File: src/bc13_pkg.sv
// shared types, constants and arithmetic helpers for the bc1/bc3 block decoder
`default_nettype none
package bc13_pkg;

    localparam int unsigned PIXELS   = 16;
    localparam int unsigned CNT_W    = $clog2(PIXELS);
    localparam int unsigned CIDX_W   = 2;
    localparam int unsigned AIDX_W   = 3;
    localparam int unsigned CHAN_W   = 8;
    localparam logic [7:0]  ALPHA_MAX = 8'd255;

    localparam logic [4:0] MASK5 = 5'h1F;
    localparam logic [5:0] MASK6 = 6'h3F;

    typedef enum logic {
        MODE_BC1 = 1'b0,
        MODE_BC3 = 1'b1
    } t_mode;

    typedef logic [3:0][CHAN_W-1:0] t_cpal;
    typedef logic [7:0][CHAN_W-1:0] t_apal;

    typedef struct packed {
        t_cpal                    red;
        t_cpal                    green;
        t_cpal                    blue;
        t_apal                    alpha;
        logic [PIXELS*CIDX_W-1:0] cidx;
        logic [PIXELS*AIDX_W-1:0] aidx;
    } t_blk;

    // rgb565 field widened to 8 bits by bit replication
    function automatic logic [7:0] widen5(input logic [4:0] v);
        return {v & MASK5, v[4:2]};
    endfunction

    function automatic logic [7:0] widen6(input logic [5:0] v);
        return {v & MASK6, v[5:4]};
    endfunction

    // truncating divide by three via reciprocal, exact for x below 768
    function automatic logic [7:0] div3(input logic [9:0] x);
        logic [20:0] m;
        m = 21'(x) * 21'd683;
        return m[18:11];
    endfunction

    // truncating divide by seven, exact for x below 1792
    function automatic logic [7:0] div7(input logic [10:0] x);
        logic [22:0] m;
        m = 23'(x) * 23'd2341;
        return m[21:14];
    endfunction

    // truncating divide by five, exact for x below 1280
    function automatic logic [7:0] div5(input logic [10:0] x);
        logic [22:0] m;
        m = 23'(x) * 23'd3277;
        return m[21:14];
    endfunction

endpackage
`default_nettype wire

File: src/bc13_pixel_merge.sv
// merging stage: holds one block's palettes and emits its sixteen pixels
`default_nettype none
module bc13_pixel_merge
    import bc13_pkg::*;
(
    input  wire logic       i_clk,
    input  wire logic       i_rst_n,
    input  wire logic       i_load,
    input  wire t_blk       i_blk,
    output logic            o_load_ready,
    output logic            o_valid,
    input  wire logic       i_ready,
    output logic [7:0]      o_red,
    output logic [7:0]      o_green,
    output logic [7:0]      o_blue,
    output logic [7:0]      o_alpha,
    output logic [1:0]      o_pixel_row,
    output logic [1:0]      o_pixel_col,
    output logic            o_last
);

    localparam logic [CNT_W-1:0] CNT_LAST = CNT_W'(PIXELS - 1);

    t_blk             r_blk;
    logic             r_s_valid;
    logic [CNT_W-1:0] r_cnt;
    logic             r_o_valid;
    logic [7:0]       r_red, r_green, r_blue, r_alpha;
    logic [1:0]       r_row, r_col;
    logic             r_last;

    logic             out_adv;
    logic             emit;
    logic             last_emit;
    logic [1:0]       ci;
    logic [2:0]       ai;

    always_comb begin
        out_adv      = !r_o_valid || i_ready;
        emit         = r_s_valid && out_adv;
        last_emit    = emit && (r_cnt == CNT_LAST);
        o_load_ready = !r_s_valid || last_emit;
        ci           = r_blk.cidx[CIDX_W-1:0];
        ai           = r_blk.aidx[AIDX_W-1:0];
    end

    always_ff @(posedge i_clk) begin
        if (!i_rst_n) begin
            r_s_valid <= 1'b0;
            r_o_valid <= 1'b0;
            r_cnt     <= '0;
        end else begin
            if (i_load && o_load_ready) begin
                r_blk     <= i_blk;
                r_cnt     <= '0;
                r_s_valid <= 1'b1;
            end else if (emit) begin
                // index fields shift down so the current pixel sits at the bottom
                r_blk.cidx <= r_blk.cidx >> CIDX_W;
                r_blk.aidx <= r_blk.aidx >> AIDX_W;
                r_cnt      <= r_cnt + 1'b1;
                if (last_emit) begin
                    r_s_valid <= 1'b0;
                end
            end
            if (out_adv) begin
                r_o_valid <= r_s_valid;
            end
        end
        if (emit) begin
            r_red   <= r_blk.red[ci];
            r_green <= r_blk.green[ci];
            r_blue  <= r_blk.blue[ci];
            r_alpha <= r_blk.alpha[ai];
            r_row   <= r_cnt[CNT_W-1:CNT_W-2];
            r_col   <= r_cnt[1:0];
            r_last  <= (r_cnt == CNT_LAST);
        end
    end

    assign o_valid     = r_o_valid;
    assign o_red       = r_red;
    assign o_green     = r_green;
    assign o_blue      = r_blue;
    assign o_alpha     = r_alpha;
    assign o_pixel_row = r_row;
    assign o_pixel_col = r_col;
    assign o_last      = r_last;

endmodule
`default_nettype wire

File: config.mk
export PLATFORM = sky130hd
export DESIGN_NAME = bc13_pixel_merge
export DESIGN_NICKNAME = d
export VERILOG_FILES = /design/src/bc13_pkg.sv /design/src/bc13_pixel_merge.sv
export SDC_FILE = /design/constraint.sdc
export NUM_CORES = 1
export LEC_CHECK = 0
export BUFFER_PORTS_ARGS = -buffer_cell sky130_fd_sc_hd__buf_2
export CORE_ASPECT_RATIO = 1.5
export CORE_MARGIN = 4
export CORE_UTILIZATION = 48
export DETAILED_ROUTE_END_ITERATION = 8
export MAX_ROUTING_LAYER = met4
export PLACE_DENSITY = 0.85
export REMOVE_ABC_BUFFERS = 1
export SYNTH_ARGS = -nofsm -noshare
export SYNTH_HDL_FRONTEND = slang
export SYNTH_SLANG_ARGS = --single-unit
File: constraint.sdc
create_clock -name i_clk -period 13.42 [get_ports i_clk]
set_input_delay 2.684 -clock i_clk [delete_from_list [all_inputs] [get_ports i_clk]]
set_output_delay 2.684 -clock i_clk [all_outputs]
set_load 0.01 [all_outputs]
==> impl_metrics.py <==
metrics = {
    "power": {
        "clkPwrFrac": 0.380,
        "power_density_nw_per_um2": 143.9,
        "internal_power_uw": 1517,
        "power_uw": 1903,
        "peakVddDrop_mv": 0.09129,
        "comb_power_share": 0.071,
        "power_frac_seq": 0.549,
        "leakagePower_uw": 0.004893,
        "sw_frac_of_total": 0.2026,
        "switchingPower_uw": 385.5,
    },
    "timing": {
        "period_needed_ps": 6150,
        "tns_ps": 0,
        "worst_pin_slew_ps": 1205,
        "finalMaxSlewViolations": 0,
        "fin_worst_skew_ps": 11.31,
        "rsz0062_at_grt": "false",
        "max_freq_ghz": 0.1626,
        "timing.hold.ws_ps": 506.4,
        "hold_viol_final": 0,
        "slew_headroom": 0.1965,
        "setup_viol": 0,
        "min_period_over_period": 0.4583,
    },
    "cts": {
        "postCtsSetupRepairBufs": 0,
        "numClockSinks": 283,
        "clk_path_buf_depth": 3,
        "path_clk_slew_ps": 60,
        "cts_buffers": 26,
        "root_buffer": "clkbuf_16",
        "ctsHoldBuffers": 0,
        "cts-resized-gates": 0,
        "cts_tree": "built",
        "h-tree-depth": 1,
        "clk_latency_ps": 520,
    },
    "floorplanning": {
        "fp-row-count": 66,
        "io_pins": 283,
        "coreArea_um2": 21800,
        "fp.dieH_um": 190.8,
        "die_area_um2": 24780,
        "start_util": 0.4905,
        "die_w_um": 129.9,
    },
    "finish": {
        "area_delta_synth_final_pct": 23.63,
        "layout_commonest_cell": "buf_2",
        "layout_common_cells": "buf_2, edfxtp_1, mux2_2",
        "finalInstanceArea_um2": 13220,
        "final_layout_size_suffix_gt1_frac": 0.5876,
        "nets": 1001,
        "nFillCells": 1592,
    },
    "critical_path": {
        "worstPathRequired_ps": 10740,
        "critPathLaunchType": "input pin",
        "path_max_fanout": 5,
        "worst_setup_path_end_kind": "primary output",
        "arrival_ps": 3470,
        "critPathKind": "input pin to primary output",
    },
    "logic_synthesis": {
        "ys_ff_latch": 283,
        "ys_top_cells_by_area": "edfxtp_1, mux4_2, mux2_2",
        "synth-xor-area-share": 0,
        "synth_simple_gate_area_share": 0.009009,
        "yosys.area_share.adder": 0.001170,
        "yosys.cell_types.count": 26,
        "synth_compound_area_frac": 0.009594,
        "synth_top_area_cell": "edfxtp_1",
        "synthMuxAreaShare": 0.1751,
        "netlist_instances": 461,
        "synth-async-reset-ratio": 0,
        "yosys_warnings": 0,
        "synth_top_family_by_area": "multiplexers",
        "synth_edf_count": 277,
        "syn_area_um2": 10690,
        "synth-main-ff-cell": "edfxtp_1",
        "synth_seq_area_share": 0.7890,
        "netlist.area_leader.share": 0.7778,
        "synth_area_per_cell_um2": 23.20,
    },
    "global_route": {
        "grt_pass1_wl_mm": 31.82,
        "grt.busiest_layer": "met2",
        "grt_overflow_total": 0,
        "grt_max_degree": 82,
        "grt_pass1_vias": 6037,
        "grtUsageMet1": 0.2007,
        "antenna_found_initial": 9,
        "grtUsageTotal": 0.1739,
        "use_met2": 0.2940,
        "met3_usage": 0.03700,
    },
    "detailed_routing": {
        "drcViolationCount": 0,
        "drt_first_pass_iters": 4,
        "route.final.wire_length_mm": 21.45,
        "drt_iter0_markers": 316,
        "vias_per_cell": 5.113,
        "wire_per_inst_um": 20.25,
        "antenna_left": 0,
        "routed-via-count": 5415,
    },
    "run_status": {
        "outcome": "finished, final reports clean",
    },
    "placement": {
        "dp_hpwl_mm": 14.90,
        "port_buffers": 282,
        "gp_congestion": 0.8145,
        "dpl-instance-area_um2": 12350,
    },
    "flow_run": {
        "maxCapViolCount": 0,
    },
    "min_path": {
        "hp-class": "flop to flop",
    },
}
-- per-stage QoR --
| stage | setup slack, ps | std cells | utilization |
|---|---|---|---|
| floorplan | 2175 | 441 | - |
| detailed placement | 7271 | 1000 | 0.5665 |
| global placement | 7334 | 1000 | 0.5665 |
| CTS | 7267 | 1048 | 0.6052 |
| global route | 7185 | 1057 | 0.6062 |
| finish | 7270 | 1059 | 0.6065 |
-- cells in the mapped netlist (2+ instances only) --
cell type,number
edfxtp_1,277
mux2_2,73
mux4_2,40
buf_6,10
mux2_4,10
nor2b_1,7
a21oi_1,6
dfxtp_1,6
buf_2,5
clkbuf_1,3
inv_1,3
buf_1,2
nand3_1,2
nor2_1,2
o21a_1,2
o21ai_0,2
o31ai_1,2
-- layout make-up --
cell class	count	area (µm²)	share of cell area
diodes	11	27.53	0.002082
clock buffers	28	658.1	0.04978
clock inverters	20	186.4	0.01410
inverters	4	15.01	0.001136
multi-input cells	154	2107	0.1594
flip-flops and latches	283	8438	0.6382
well taps	272	340.3	0.02574
repair buffers	287	1449	0.1096
-- logic make-up (layout without fill, tap and decap cells) --
family          count (synthesis)  after routing
mux                           123            123
other cells                     0             11
compound gates                 14             14
fa+ha+maj                       1              1
flops                         283            283
simple gates                   16             16
buf+inv                        24            339
-- sequential cells by signal, indices dropped and copies added (netlist names) --
name         cells
o_blue           8
o_red            8
o_valid          1
o_last           1
ci               2
r_blk          235
o_green          8
o_pixel_row      2
r_s_valid        1
o_pixel_col      2
o_alpha          8
r_cnt            4
ai               3
-- power groups by stage --
stage / combinational (µW) / sequential [µW] / clock, µW
after floorplan: 70.0 / 1070 / 0
after global placement: 132 / 1060 / 0
after detailed placement: 137 / 1060 / 0
after CTS: 137 / 1050 / 741
after global routing: 147 / 1050 / 783
final: 135 / 1050 / 722
-- worst paths after layout --
check	from	end	slack [ps]	cells after the start
max	i_ready	o_load_ready	7270	5
max reg2reg	r_cnt[0]$_SDFFE_PP0P_	r_blk[108]$_DFFE_PP_	10190	6
min	r_cnt[3]$_SDFFE_PP0P_	r_cnt[3]$_SDFFE_PP0P_	510	2
min reg2reg	r_cnt[3]$_SDFFE_PP0P_	r_cnt[3]$_SDFFE_PP0P_	510	2
-- critical path: stages --
cell	delay (ps)
buf_2	100
nand2b_1	230
a21oi_1	250
inv_1	60
buf_2	140
-- metal layers --
| metal | share of wire | up-vias | routed length (µm) |
|---|---|---|---|
| met3 | 0.073 | 52 | 1572 |
| met1 | 0.36 | 2652 | 7819 |
| met5 | 0 | - | 0 |
| met2 | 0.53 | 209 | 11370 |
| li1 | - | 2502 | - |
| met4 | 0.032 | 0 | 690 |
No activity file was read; power rests on OpenSTA's default activity.
