<file path="src/bc13_pkg.sv">
// shared types, constants and arithmetic helpers for the bc1/bc3 block decoder
`default_nettype none
package bc13_pkg;

    localparam int unsigned PIXELS   = 16;
    localparam int unsigned CNT_W    = $clog2(PIXELS);
    localparam int unsigned CIDX_W   = 2;
    localparam int unsigned AIDX_W   = 3;
    localparam int unsigned CHAN_W   = 8;
    localparam logic [7:0]  ALPHA_MAX = 8'd255;

    localparam logic [4:0] MASK5 = 5'h1F;
    localparam logic [5:0] MASK6 = 6'h3F;

    typedef enum logic {
        MODE_BC1 = 1'b0,
        MODE_BC3 = 1'b1
    } t_mode;

    typedef logic [3:0][CHAN_W-1:0] t_cpal;
    typedef logic [7:0][CHAN_W-1:0] t_apal;

    typedef struct packed {
        t_cpal                    red;
        t_cpal                    green;
        t_cpal                    blue;
        t_apal                    alpha;
        logic [PIXELS*CIDX_W-1:0] cidx;
        logic [PIXELS*AIDX_W-1:0] aidx;
    } t_blk;

    // rgb565 field widened to 8 bits by bit replication
    function automatic logic [7:0] widen5(input logic [4:0] v);
        return {v & MASK5, v[4:2]};
    endfunction

    function automatic logic [7:0] widen6(input logic [5:0] v);
        return {v & MASK6, v[5:4]};
    endfunction

    // truncating divide by three via reciprocal, exact for x below 768
    function automatic logic [7:0] div3(input logic [9:0] x);
        logic [20:0] m;
        m = 21'(x) * 21'd683;
        return m[18:11];
    endfunction

    // truncating divide by seven, exact for x below 1792
    function automatic logic [7:0] div7(input logic [10:0] x);
        logic [22:0] m;
        m = 23'(x) * 23'd2341;
        return m[21:14];
    endfunction

    // truncating divide by five, exact for x below 1280
    function automatic logic [7:0] div5(input logic [10:0] x);
        logic [22:0] m;
        m = 23'(x) * 23'd3277;
        return m[21:14];
    endfunction

endpackage
`default_nettype wire

</file>
<file path="src/bc13_color_lane.sv">
// one colour channel lane: four-entry palette from two widened endpoints
`default_nettype none
module bc13_color_lane
    import bc13_pkg::*;
(
    input  wire logic [7:0] i_e0,
    input  wire logic [7:0] i_e1,
    input  wire logic       i_four,
    output t_cpal           o_pal
);

    logic [9:0] s_near0;
    logic [9:0] s_near1;
    logic [8:0] s_mid;

    always_comb begin
        s_near0 = 10'({i_e0, 1'b0}) + 10'(i_e1);
        s_near1 = 10'(i_e0) + 10'({i_e1, 1'b0});
        s_mid   = 9'(i_e0) + 9'(i_e1);
        o_pal[0] = i_e0;
        o_pal[1] = i_e1;
        if (i_four) begin
            o_pal[2] = div3(s_near0);
            o_pal[3] = div3(s_near1);
        end else begin
            // three colours plus black
            o_pal[2] = s_mid[8:1];
            o_pal[3] = '0;
        end
    end

endmodule
`default_nettype wire

</file>
<file path="config.mk">
export PLATFORM = sky130hd
export DESIGN_NAME = bc13_color_lane
export DESIGN_NICKNAME = d
export VERILOG_FILES = /design/src/bc13_pkg.sv /design/src/bc13_color_lane.sv
export SDC_FILE = /design/constraint.sdc
export NUM_CORES = 1
export LEC_CHECK = 0
export ABC_AREA = 1
export BUFFER_PORTS_ARGS = -buffer_cell sky130_fd_sc_hd__buf_2
export CORE_MARGIN = 2
export CORE_UTILIZATION = 41
export DETAILED_ROUTE_END_ITERATION = 6
export PLACE_DENSITY = 0.71
export SYNTH_ARGS = -nofsm -noshare
export SYNTH_HDL_FRONTEND = slang
export SYNTH_SLANG_ARGS = --single-unit
</file>
<file path="constraint.sdc">
create_clock -name vclk -period 5.75
set_clock_uncertainty 0.1 [all_clocks]
set_input_delay 0 -clock vclk [all_inputs]
set_output_delay 0 -clock vclk [all_outputs]
set_load 0.005 [all_outputs]
</file>
==> run metrics, run 1 <==
status=completed; crit start category=input pin; PostCTS Resize Cnt=0; final instance area=between 5000 and 6000 um2; synth top area cells=ha_1 (33%), fa_1 (16%), nand2_1 (11%); Min-Delay Endpoint=o_pal[11]; slew margin rel.=70.5%; clock buffer count=0; largest net degree at the start of global routing=22; core footprint=between 10000 and 15000 um2; Max Freq=roughly 0.19 GHz; RSZ-0062 raised after global routing=no; nature of the critical path endpoint=output port; Die X=around 120 um; Worst Path Arrival=5.21 ns; Syn Area/Cell=slightly above 7 um2; post-synth top area share=around a third; most frequent cell after synthesis=nand2_1; final setup vio count=0; Final Hold Viols=0; hpwl dp=about 11000 um; postcts setup bufs=0; crit path time final=around 5.3 ns; DRT Wirelength=11400 um; NumNets Final=approximately 940; Top-Level Pins=roughly 50; hold-fix buffer count after cts=0; kind of critical path=in2out; net count after synthesis=905; num rows=40; final period utilization=92.3%; routability cong.=between 0.8 and 0.9; antenna-violating nets left=0; area leader, netlist=ha_1; first-pass GRT wire length=a little under 20000 um; Wirelength per Cell=between 10 and 15 um; Die ar.=roughly 13000 um2; Via Count=approximately 4400; Vias/cell=4.85; post-synthesis sequential area ratio=0%; CP required=approximately 5.7 ns; share of cells above drive strength 1=between 10% and 20%; Initial Utilization=a little over two fifths; setup TNS=0 ns; crit path max fanout=6; Syn Inst Count=between 700 and 800; 1st-iter DRT viols=287; class of the worst hold path=in2out; global-route usage over all layers=a little under a fifth; warnings from Yosys=0; sequential cells=0; hold path depth=2; vias in the first global route=4250; non-filler cells, final=~900; port bufs=49; Placed Instances=~910; actual slew at the worst max-slew pin=0.441 ns; sequential standard cell area=0 um2; Yosys cell types=42; Synth top cells by count=nand2_1 (148), inv_1 (137), ha_1 (135); DRT Pass-1 Iters=5; mapped cell area=5100 um2; DP Area=roughly 5400 um2; diode count=0; residual DRC count=0; total grt overflow=0; max-slew violation count=0; Fin Hold WS=approximately 0.15 ns; initial antenna violation count=0; # Max-Cap Violations=0; P&R area growth vs syn=6.18%; height of the die=116 um; beginning of the worst hold path=i_e1[3]
[routing by layer]
layer	track usage (%)	routed length (um)
met1	27.0	5940
met2	29.0	4750
met3	2.82	664
met4	1.04	60
met5	0	0
[layout make-up]
type	instances	area [um2]
Timing Repair Buffer	49	245
Inverter	148	558
Fill cell	1217	6640
Multi-Input combinational cell	544	4410
Tap cell	168	210
[worst max path at each step]
stage | startpoint | endpoint | slack (ns) | cells after the start
6_report | i_e0[0] | o_pal[20] | 0.44 | 27
3_3_place_gp | i_e0[0] | o_pal[20] | 0.57 | 27
2_1_floorplan | i_e0[0] | o_pal[20] | 1.09 | 25
4_1_cts | i_e0[0] | o_pal[20] | 0.42 | 27
5_1_grt | i_e0[0] | o_pal[20] | 0.08 | 27
3_5_place_dp | i_e0[0] | o_pal[20] | 0.44 | 27
[cell usage in the layout, fill, tap and decap left out, types with 2 or more instances in the layout]
| cell | synthesis | final |
|---|---|---|
| a21oi_1 | 46 | 46 |
| nand4_1 | 3 | 3 |
| o21bai_1 | 9 | 9 |
| nand3_1 | 38 | 38 |
| nand2_2 | 7 | 7 |
| or2_4 | 2 | 2 |
| nand3_2 | 3 | 3 |
| buf_2 | 1 | 49 |
| inv_2 | 10 | 10 |
| o211ai_1 | 3 | 3 |
| nor2_1 | 35 | 35 |
| nor3_1 | 6 | 6 |
| ha_1 | 135 | 135 |
| nand2b_1 | 2 | 2 |
| a21o_1 | 2 | 2 |
| fa_1 | 42 | 42 |
| xor2_2 | 2 | 2 |
| nand2_1 | 148 | 148 |
| a21oi_2 | 3 | 3 |
| o21ai_1 | 7 | 7 |
| xnor2_1 | 10 | 10 |
| nand2_4 | 3 | 3 |
| xor2_1 | 11 | 11 |
| o21ai_0 | 14 | 14 |
| inv_1 | 137 | 137 |
[worst max-delay path: stages]
cell,delay [ns]
buf_2,0.15
ha_1,0.26
fa_1,0.39
nand2_1,0.09
nand3_1,0.08
nand2_2,0.14
o21bai_1,0.09
xor2_1,0.35
ha_1,0.33
ha_1,0.29
inv_1,0.05
fa_1,0.53
inv_1,0.05
fa_1,0.51
inv_1,0.06
fa_1,0.50
inv_1,0.04
ha_1,0.32
a21o_1,0.21
a21oi_1,0.19
nor2_1,0.07
nor2_1,0.12
nand2_1,0.07
nand2_1,0.05
nand3_1,0.07
nand2_1,0.07
buf_2,0.12
[metrics by stage]
step / utilization (%) / setup WS [ns]
global placement: 44.9 / 0.575
global route: 44.9 / 0.0839
floorplan: - / 1.09
finish: 44.9 / 0.444
CTS: 44.9 / 0.420
detailed placement: 44.9 / 0.436
[cell families (layout without fill, tap and decap cells)]
logic type / Yosys count / count (layout) / synth area share, %
AND/OR/NAND/NOR: 254 / 254 / 22.3
adder cells (fa/ha/maj): 177 / 177 / 49.6
buffers and inverters: 167 / 197 / 13.7
AO/OA/AOI/OAI: 89 / 89 / 9.90
XOR/XNOR: 24 / 24 / 4.56
Power of run 1 is not shown: default switching activity piles up to over one toggle a cycle in this logic, so the estimate is an artifact.
==> inputs of run 2 (changes only) <==
- BUFFER_PORTS_ARGS: -buffer_cell sky130_fd_sc_hd__buf_2 -> -buffer_cell sky130_fd_sc_hd__clkbuf_2
==> run metrics, run 2 (same netlist as run 1, synthesis figures left out) <==
antenna-violating nets left=0 (unchanged); crit path max fanout=6 (unchanged); RSZ-0062 raised after global routing=no; Most Used Layer, Global Route=met2; Initial Utilization=42.3% (unchanged); Top-Level Pins=49 (unchanged); initial antenna violation count=0 (unchanged); CP required=5.65 ns (about the same); grt met2 use=30.4% (+1.4 points); port bufs=49 (unchanged); diode count=0 (unchanged); sequential cells=0 (unchanged); beginning of the worst hold path=i_e0[4]; final setup vio count=0 (unchanged); crit path time final=5.22 ns (-0.0908 ns); PostCTS Resize Cnt=0 (unchanged); Fill cells=1246 (+2.4%); first-pass GRT wire length=20200 um (+1.7%); status=completed; sequential standard cell area=0 um2 (unchanged); Critical path destination=o_pal[16]; Placed Instances=911 (+0.22%); num rows=40 (unchanged); slew margin rel.=67.9% (-2.6 points); NumNets Final=939 (+0.21%); DRT Wirelength=11800 um (+3.0%); Worst Path Arrival=5.12 ns (-0.09 ns); Max Freq=0.192 GHz (+1.7%); max-slew violation count=0 (unchanged); postcts setup bufs=0 (unchanged); Setup crit start=i_e1[1]; vias in the first global route=4230 (-0.47%); 1st-iter DRT viols=349 (+22%); hpwl dp=10800 um (+2.9%); actual slew at the worst max-slew pin=0.479 ns (+0.0383 ns); final design utilization=45.1% (+0.12 points); # Max-Cap Violations=0 (unchanged); M3 GR Usage=0.209% (-2.6 points); Die ar.=13400 um2 (unchanged); Die X=116 um (unchanged); hold-fix buffer count after cts=0 (unchanged); non-filler cells, final=911 (+0.22%); total grt overflow=0 (unchanged); share of cells above drive strength 1=11.8% (+0.24 points); class of the worst hold path=in2out; height of the die=116 um (unchanged); crit start category=input pin; crit-path max cell delay=0.54 ns (about the same); final period utilization=90.7% (-1.6 points); nature of the critical path endpoint=output port; commonest non-fill, non-tap cell in the layout=nand2_1; P&R area growth vs syn=6.47%; Via Count=4445 (+0.91%); Final Hold Viols=0 (unchanged); multi-input logic area=4410 um2 (unchanged); DRT Pass-1 Iters=5 (unchanged); GR Layer Usage met1=28.7% (+1.7 points); global-route usage over all layers=18.4% (+0.27 points); Vias/cell=4.88 (+0.69%); residual DRC count=0 (unchanged); kind of critical path=in2out; Wirelength per Cell=12.9 um (+2.7%); routability cong.=0.893 (+1.2%); setup TNS=0 ns (unchanged); slowest library cell on the worst path=fa_1; largest net degree at the start of global routing=22 (unchanged); clock buffer count=0 (unchanged); most frequent cells in the layout=nand2_1 (148), inv_1 (137), ha_1 (135); core footprint=12100 um2 (unchanged)
## run 2: metrics by stage
stage | hold slack, ns | worst slack [ns] | area [um2]
2_1_floorplan | -0.0192 | 1.09 | 5100
3_3_place_gp | 0.134 | 0.650 | 5440
3_5_place_dp | 0.138 | 0.575 | 5440
4_1_cts | 0.139 | 0.568 | 5440
5_1_grt | 0.152 | 0.167 | 5440
6_report | 0.139 | 0.535 | 5440
## run 2: cell type report
class              count  area share [%]
multi-input cells    544            81.1
inverters            148            10.3
well taps            168            3.87
repair buffers        51            4.79
## run 2: worst max-delay path: cells and delay by family
kind	cells	cell delay, ns
AOI/OAI and AO/OA	4	0.61
xor gates and xnor gates	2	0.39
adders and majority gates	8	3.09
buffers and inverters	6	0.49
and+or+nand+nor	5	0.53
## run 2: worst min-delay path by stage
stage	to	slack [ns]	depth (start not counted)
2_1_floorplan	o_pal[0]	-0.02	1
3_3_place_gp	o_pal[4]	0.13	2
3_5_place_dp	o_pal[11]	0.14	2
5_1_grt	o_pal[4]	0.15	2
4_1_cts	o_pal[11]	0.14	2
6_report	o_pal[4]	0.14	2
## run 2: layer usage
metal	vias up	part of all wire (%)
met1	2008	54
met4	0	0.060
met5	-	0
li1	2338	-
met3	2	3.3
met2	97	43
Power of run 2 is left out for the same reason.
